### config.mk
export PLATFORM = sky130hd
export DESIGN_NAME = tmh_ctrl
export DESIGN_NICKNAME = d
export VERILOG_FILES = /design/src/topk_min_heap_unit_macros.svh /design/src/tmh_pkg.sv /design/src/tmh_ctrl.sv
export SDC_FILE = /design/constraint.sdc
export NUM_CORES = 1
export LEC_CHECK = 0
export ABC_CLOCK_PERIOD_IN_PS = 1800
export BUFFER_PORTS_ARGS = -buffer_cell sky130_fd_sc_hd__clkbuf_2
export CORE_AREA = 5 5 42 44
export DETAILED_ROUTE_END_ITERATION = 12
export DIE_AREA = 0 0 47 49
export GPL_TIMING_DRIVEN = 0
export PLACE_DENSITY = 0.45
export REMOVE_ABC_BUFFERS = 1
export SLEW_MARGIN = 20
export SYNTH_ARGS = -nofsm -noshare
export SYNTH_HDL_FRONTEND = slang
export SYNTH_SLANG_ARGS = --single-unit
### constraint.sdc
create_clock -name clk -period 1.8 [get_ports clk]
set_input_delay 0.09 -clock clk [delete_from_list [all_inputs] [get_ports clk]]
set_output_delay 0.09 -clock clk [all_outputs]
set_load 0.02 [all_outputs]
### src/topk_min_heap_unit_macros.svh
// Assertion helpers for the heap datapath.
`ifndef TOPK_MIN_HEAP_UNIT_MACROS_SVH
`define TOPK_MIN_HEAP_UNIT_MACROS_SVH

// Same-cycle implication, disabled while reset is high.
`define TMH_ASSERT_IMP(label, clk, rst, ante, cons, msg) \
  label: assert property (@(posedge clk) disable iff (rst) (ante) |-> (cons)) \
    else $error(msg);

// Next-cycle implication, disabled while reset is high.
`define TMH_ASSERT_NXT(label, clk, rst, ante, cons, msg) \
  label: assert property (@(posedge clk) disable iff (rst) (ante) |=> (cons)) \
    else $error(msg);

`endif

### src/tmh_pkg.sv
package tmh_pkg;

  localparam int MAX_ENTRIES = 64;
  localparam int ADDR_W      = $clog2(MAX_ENTRIES);
  localparam int CNT_W       = $clog2(MAX_ENTRIES + 1);
  localparam int ID_W        = 31;
  localparam int SCORE_W     = 32;
  localparam int APB_ADDR_W  = 3;
  localparam int APB_DATA_W  = 32;

  localparam logic CMD_PUSH = 1'b0;
  localparam logic CMD_POP  = 1'b1;

  // Word index of the capacity register on the config port.
  localparam logic REG_CAPACITY = 1'b0;
  localparam logic [CNT_W-1:0] CAP_RESET = CNT_W'(MAX_ENTRIES);

  typedef enum logic [1:0] {
    ST_INSERTED  = 2'd0,
    ST_REPLACED  = 2'd1,
    ST_DISCARDED = 2'd2
  } push_status_t;

  typedef struct packed {
    logic [ID_W-1:0]           id;
    logic signed [SCORE_W-1:0] score;
  } entry_t;

  typedef enum logic [2:0] {
    S_IDLE,
    S_FETCH,
    S_EVAL,
    S_UP_RD,
    S_UP_CMP,
    S_DN_RD,
    S_DN_CMP,
    S_DONE
  } state_t;

  typedef enum logic [2:0] {
    OP_NONE,
    OP_LOAD,
    OP_FETCH,
    OP_EVAL,
    OP_UP_RD,
    OP_UP_CMP,
    OP_DN_RD,
    OP_DN_CMP
  } op_t;

  typedef struct packed {
    op_t op;
  } dp_cmd_t;

  typedef struct packed {
    logic is_pop;
    logic full;
    logic empty;
    logic discard;
    logic pop_more;
    logic pos_zero;
    logic up_swap;
    logic dn_swap;
  } dp_stat_t;

endpackage

### src/tmh_ctrl.sv
module tmh_ctrl (
  input  logic              clk,
  input  logic              rst,
  input  logic              in_valid,
  output logic              in_ready,
  input  logic              res_free,
  output logic              res_load,
  input  tmh_pkg::dp_stat_t stat,
  output tmh_pkg::dp_cmd_t  cmd
);
  import tmh_pkg::*;

  state_t state, state_next;

  always_ff @(posedge clk) begin
    if (rst) begin
      state <= S_IDLE;
    end else begin
      state <= state_next;
    end
  end

  always_comb begin
    state_next = state;
    case (state)
      S_IDLE: begin
        if (in_valid) state_next = S_FETCH;
      end
      S_FETCH: begin
        if (!stat.is_pop && !stat.full) state_next = S_UP_RD;
        else if (stat.is_pop && stat.empty) state_next = S_DONE;
        else state_next = S_EVAL;
      end
      S_EVAL: begin
        if (stat.is_pop) state_next = stat.pop_more ? S_DN_RD : S_DONE;
        else state_next = stat.discard ? S_DONE : S_DN_RD;
      end
      S_UP_RD: begin
        state_next = stat.pos_zero ? S_DONE : S_UP_CMP;
      end
      S_UP_CMP: begin
        state_next = stat.up_swap ? S_UP_RD : S_DONE;
      end
      S_DN_RD: begin
        state_next = S_DN_CMP;
      end
      S_DN_CMP: begin
        state_next = stat.dn_swap ? S_DN_RD : S_DONE;
      end
      S_DONE: begin
        if (res_free) state_next = S_IDLE;
      end
      default: begin
        state_next = S_IDLE;
      end
    endcase
  end

  always_comb begin
    in_ready = 1'b0;
    res_load = 1'b0;
    cmd.op   = OP_NONE;
    case (state)
      S_IDLE: begin
        in_ready = 1'b1;
        cmd.op   = in_valid ? OP_LOAD : OP_NONE;
      end
      S_FETCH:  cmd.op = OP_FETCH;
      S_EVAL:   cmd.op = OP_EVAL;
      S_UP_RD:  cmd.op = OP_UP_RD;
      S_UP_CMP: cmd.op = OP_UP_CMP;
      S_DN_RD:  cmd.op = OP_DN_RD;
      S_DN_CMP: cmd.op = OP_DN_CMP;
      S_DONE:   res_load = res_free;
      default:  cmd.op = OP_NONE;
    endcase
  end

endmodule

==> qor.csv, run 1 <==
stage;metric;value;unit
synthesis;synth_edf_count;0;
worst_setup_path;worst_setup_path_start_kind;flop;
synthesis;yosysTopAreaCell;dfxtp_1;
cells_and_area;area_growth;38.1;%
clock_tree;clk_pin_slew;40;ps
global_route;grt_usage;7.10;%
floorplan;die_w;47;µm
job;cap_violations;0;
pwr;combinationalPowerShare;37.5;%
timing;min_period;1420;ps
pwr;p_switching;160;µW
worst_setup_path;critical_path_class;flop to primary output;
synthesis;synth-compound-area-share;30.2;%
timing;rsz0062_at_grt;false;
worst_setup_path;cpPeakStageDelay;560;ps
cells_and_area;top_register;state;
routing;drt-initial-drc-count;2;
synthesis;synth_top_family_by_area;compound AO/OA/AOI/OAI gates;
worst_setup_path;reg2reg_from;state[0];
synthesis;synthTopCellsByArea;dfxtp_1 (24%), buf_6 (8.9%), nor2_1 (7.4%);
timing;tns;0;ps
routing;routed_via_density;4.28;
routing;wire_per_inst;10.2;µm
synthesis;netlist_instances;31;
pwr;peakVddDrop;0.379;mV
cells_and_area;layout.nets;61;
cells_and_area;largest_register_ffs;3;
floorplan;fp-row-count;14;
synthesis;synth_common_cells;nor2_1 (5), dfxtp_1 (3), nor3_1 (3);
clock_tree;clk_latency;230;ps
worst_setup_path;crit_cells;3;
worst_setup_path;crit_buf_inv;1;
synthesis;avgSynthCellArea;8.15;µm²
global_route;antenna_found_initial;0;
pwr;powerDensity;1110;nW/µm²
clock_tree;postCtsHoldBufs;0;
synthesis;synth_fa_ha_area_share;0;%
cells_and_area;n_fill_cell;166;
routing;drc_errors;0;
clock_tree;post_cts_resized;0;
pwr;power_leakage;0.166;nW
clock_tree;clock_path_buffers;2;
floorplan;die_area;2300;µm²
cells_and_area;layout-drive-gt1-share;45.8;%
clock_tree;cts_root_buf;clkbuf_4;
global_route;grt_max_degree;12;
global_route;grt_first_pass_wirelength;1.13;mm
timing;finalMaxSlewViolations;0;
worst_hold_path;min_path_type;input port to flop;
worst_setup_path;endpoint;res_load;
timing;clock_skew;0.542;ps
cells_and_area;multi_input_area;159;µm²
floorplan;core;1400;µm²
worst_setup_path;cp_slowest_cell;dfxtp_1;
synthesis;synthArstFlopShare;0;%
worst_setup_path;reg2reg_slack;670;ps
routing;drt_first_pass_iters;3;
timing;slew_headroom;71.0;%
synthesis;synth-seq-cells;3;
clock_tree;cts_sinks;3;
synthesis;synth_xor_area_share;6.93;%
timing;clock.fmax;706;MHz
placed_design;dpl.cell_count;60;
routing;drt.antenna.violating_nets;0;
synthesis;synthDominantCellAreaShare;23.8;%
clock_tree;htree_num_levels;1;
pwr;seqPwrFrac;31.7;%
synthesis;seq_area_frac_synth;23.8;%
placed_design;globalplace.congestion;0.663;
timing;layout_worst_path_cycle_share;78.6;%
routing;vias;274;
clock_tree;cts_buffers;3;
floorplan;die_h;49;µm
pwr;p_int;229;µW
timing;hold_viol_final;0;
worst_setup_path;crit_chain;nand2_1 -> nor2_1 -> clkbuf_2;
synthesis;synth-simple-area-share;25.7;%
placed_design;dpl.hpwl;487;µm
pwr;finalPower;389;µW
worst_setup_path;cp.required;1710;ps
floorplan;initial_utilization;18.0;%
cells_and_area;reg_top3;state x3;
global_route;grt-ovfl-total;0;
worst_setup_path;worstSetupStartpoint;state[0];
cells_and_area;regArea;60.1;µm²
worst_setup_path;crit_fanout;11;
synthesis;ys_types;20;
routing;finalWirelength;655;µm
worst_setup_path;cp.arrival;1330;ps
placed_design;port-buffer-count;16;
worst_setup_path;crit_family;flip-flops;
synthesis;ys.flop_type;dfxtp_1;
synthesis;muxShareOfSynthArea;0;%
worst_setup_path;worstRegToRegCells;2;
synthesis;yosys_warnings;0;
pwr;power_frac_clock;30.8;%
synthesis;syn_area;253;µm²
worst_setup_path;cp-end-kind;primary output;
floorplan;io_pins;17;
synthesis;yosysMostFrequentCell;nor2_1;
timing;tightest_slew;435;ps
worst_setup_path;timing.rr.end;state[0];
global_route;grt_pass1_vias;265;
clock_tree;tritoncts;yes;
timing;finalSetupViolCount;0;
outcome;outcome;completed;
timing;hold_slack;59.0;ps
pwr;p_sw_share;41.1;%
cells_and_area;instances_no_fill;64;
cells_and_area;n_antenna_cell;0;
clock_tree;post_cts_buffers;0;
[cells in the final DEF (no fill, tap or decap), types with 2 or more instances in the layout]
cell       n
nor3_1     3
o21ai_0    2
clkbuf_2  16
nor2_1     5
nand2_1    2
dfxtp_1    3
clkbuf_4   3
[power by group through the flow]
stage	Combinational (mW)	Sequential, mW	Clock [mW]
after floorplan	0.100	0.114	0
after global placement	0.148	0.125	0
after detailed placement	0.148	0.125	0
after CTS	0.149	0.124	0.127
after global routing	0.163	0.130	0.133
final	0.146	0.123	0.120
[routing by layer]
metal / global-route usage [%] / share of wire, %
met1: 9.41 / 48
met2: 7.69 / 38
met3: 4.43 / 11
met4: 5.53 / 3.1
met5: 0 / 0
[worst reg2reg max path: cells and delay by family (launching register included)]
family / cells / cell delay (ps)
flops: 1 / 560
compound gates: 2 / 490
[cells by family (layout without fill, tap and decap cells)]
group | Yosys count | count (layout)
simple gates | 13 | 13
compound gates | 9 | 9
buf+inv | 4 | 21
flops | 3 | 3
xor+xnor | 2 | 2
[cell type report]
type | count | share of cell area [%]
Clock buffer | 4 | 7.53
Multi-Input combinational cell | 24 | 45.5
Timing Repair Buffer | 16 | 22.9
Tap cell | 16 | 5.73
Inverter | 1 | 1.08
Sequential cell | 3 | 17.2
[stage by stage]
step	worst slack, ps	util (%)	area [µm²]
floorplan	619	-	223
global placement	643	23.0	323
detailed placement	639	23.0	323
CTS	381	24.9	349
global route	291	24.9	349
finish	384	24.9	349
[worst min path at each step]
stage          start        to  slack (ps)  depth (start not counted)
2_1_floorplan    rst  state[0]         160                          1
3_3_place_gp     rst  state[0]         300                          2
3_5_place_dp     rst  state[0]         310                          2
4_1_cts          rst  state[0]          50                          2
5_1_grt          rst  state[0]          60                          2
6_report         rst  state[0]          60                          2
Note: power is estimated with default switching activity, not from simulation.
==> run 2, diff against run 1 <==
--- a/config.mk
+++ b/config.mk
@@ -5,7 +5,7 @@
 export SDC_FILE = /design/constraint.sdc
 export NUM_CORES = 1
 export LEC_CHECK = 0
-export ABC_CLOCK_PERIOD_IN_PS = 1800
+export ABC_CLOCK_PERIOD_IN_PS = 1400
 export BUFFER_PORTS_ARGS = -buffer_cell sky130_fd_sc_hd__clkbuf_2
 export CORE_AREA = 5 5 42 44
 export DETAILED_ROUTE_END_ITERATION = 12
==> constraint.sdc (replaced) <==
create_clock -name clk -period 1.4 [get_ports clk]
set_input_delay 0.07 -clock clk [delete_from_list [all_inputs] [get_ports clk]]
set_output_delay 0.07 -clock clk [all_outputs]
set_load 0.02 [all_outputs]
==> run 2 against run 1 <==
Net effect: non-clock buffer count stayed put; design area grew 1.1%; worst setup slack got worse by 220 ps; wire length stayed put; flip-flop and latch count is the same; largest power group unchanged; hold slack lost 27 ps.
==> qor.csv, run 2 (synthesized netlist as in run 1, its figures left out) <==
stage;metric;value;unit
routing;drt-initial-drc-count;2;
timing;hold_viol_final;0;
cells_and_area;largest_register_ffs;3;
global_route;grt_usage;7.10;%
clock_tree;clk_latency;230;ps
worst_setup_path;crit_family;flip-flops;
global_route;grt_max_degree;12;
cells_and_area;mostFrequentLayoutCells;clkbuf_2 (16), nor2_1 (5), nor3_1 (3), clkbuf_4 (3), dfxtp_2 (3);
worst_hold_path;hold_end;state[0];
clock_tree;clock_path_buffers;2;
timing;min_period;1240;ps
cells_and_area;multi_input_area;159;µm²
worst_setup_path;reg2reg_from;state[2];
cells_and_area;design_area;353;µm²
cells_and_area;instances_no_fill;64;
routing;vias;274;
timing;tns;0;ps
floorplan;die_w;47;µm
routing;routed_via_density;4.28;
worst_setup_path;cp_slowest_cell;dfxtp_2;
placed_design;globalplace.congestion;0.663;
timing;clock_skew;0.990;ps
worst_setup_path;reg2reg_slack;380;ps
worst_setup_path;cp-end-kind;primary output;
cells_and_area;n_antenna_cell;0;
cells_and_area;area_growth;39.6;%
worst_setup_path;critical_path_class;flop to primary output;
clock_tree;cts_root_buf;clkbuf_4;
job;cap_violations;0;
floorplan;die_h;49;µm
pwr;power_leakage;0.167;nW
worst_setup_path;crit_fanout;11;
cells_and_area;regArea;63.8;µm²
pwr;powerDensity;1430;nW/µm²
cells_and_area;n_fill_cell;164;
clock_tree;cts_sinks;3;
floorplan;core;1400;µm²
cells_and_area;top_register;state;
timing;finalSetupViolCount;0;
routing;drt.antenna.violating_nets;0;
global_route;grt-ovfl-total;0;
timing;tightest_slew;344;ps
pwr;finalPower;504;µW
cells_and_area;reg_top3;state x3;
timing;finalMaxSlewViolations;0;
worst_hold_path;min_path_type;input port to flop;
worst_setup_path;worst_setup_path_start_kind;flop;
worst_setup_path;cpPeakStageDelay;450;ps
timing;rsz0062_at_grt;false;
routing;wire_per_inst;10.2;µm
clock_tree;postCtsHoldBufs;0;
cells_and_area;mostFrequentLayoutCell;clkbuf_2;
clock_tree;cts_buffers;3;
floorplan;die_area;2300;µm²
global_route;grt_pass1_vias;265;
clock_tree;clk_pin_slew;40;ps
timing;layout_worst_path_cycle_share;88.4;%
routing;finalWirelength;655;µm
timing;slew_headroom;76.8;%
clock_tree;post_cts_resized;0;
placed_design;dpl.hpwl;487;µm
worst_hold_path;hold_path_depth;2;
routing;drt_first_pass_iters;3;
worst_setup_path;cp.required;1330;ps
placed_design;dpl.cell_count;60;
clock_tree;htree_num_levels;1;
worst_setup_path;crit_chain;nand2_1 -> nor2_1 -> clkbuf_2;
cells_and_area;layout-drive-gt1-share;52.1;%
worst_setup_path;worstRegToRegCells;3;
placed_design;port-buffer-count;16;
cells_and_area;layout.nets;61;
floorplan;io_pins;17;
worst_hold_path;min-delay-start;rst;
placed_design;dpl_cell_area;323;µm²
pwr;peakVddDrop;0.489;mV
clock_tree;post_cts_buffers;0;
worst_setup_path;crit_buf_inv;1;
worst_setup_path;timing.rr.end;state[2];
outcome;outcome;completed;
timing;hold_slack;32.4;ps
clock_tree;tritoncts;yes;
floorplan;fp-row-count;14;
worst_setup_path;cp.arrival;1170;ps
routing;drc_errors;0;
timing;clock.fmax;808;MHz
global_route;grt_first_pass_wirelength;1.13;mm
global_route;antenna_found_initial;0;
floorplan;initial_utilization;18.0;%
run 2: power breakdown:
group,switching [mW],internal [mW],total (mW)
clock,0.0465,0.107,0.153
sequential,0.0550,0.108,0.163
combinational,0.103,0.0843,0.188
run 2: worst max-delay path by stage:
stage | from | to | cells past startpoint
after global placement | state[2] | state[0] | 2
final | state[0] | res_load | 3
after floorplan | state[0] | state[2] | 3
after detailed placement | state[0] | res_load | 3
after CTS | state[0] | res_load | 3
after global routing | state[0] | res_load | 3
run 2: layer usage:
metal	wire [µm]	up-vias	track usage (%)
li1	-	147	-
met1	314	111	9.41
met2	247	14	7.69
met3	73	2	4.43
met4	20	0	5.53
met5	0	-	0
run 2: final cells by class:
type,count,area share [%]
flip-flops and latches,3,18.1
well taps,16,5.67
clock buffers,4,7.45
repair buffers,16,22.7
inverters,1,1.06
multi-input cells,24,45.0
run 2: per-stage QoR:
step	utilization [%]	setup slack, ps
after CTS	24.9	0.895
after floorplan	-	219
after detailed placement	23.0	259
after global routing	25.2	91.6
after global placement	23.0	256
final	25.2	163
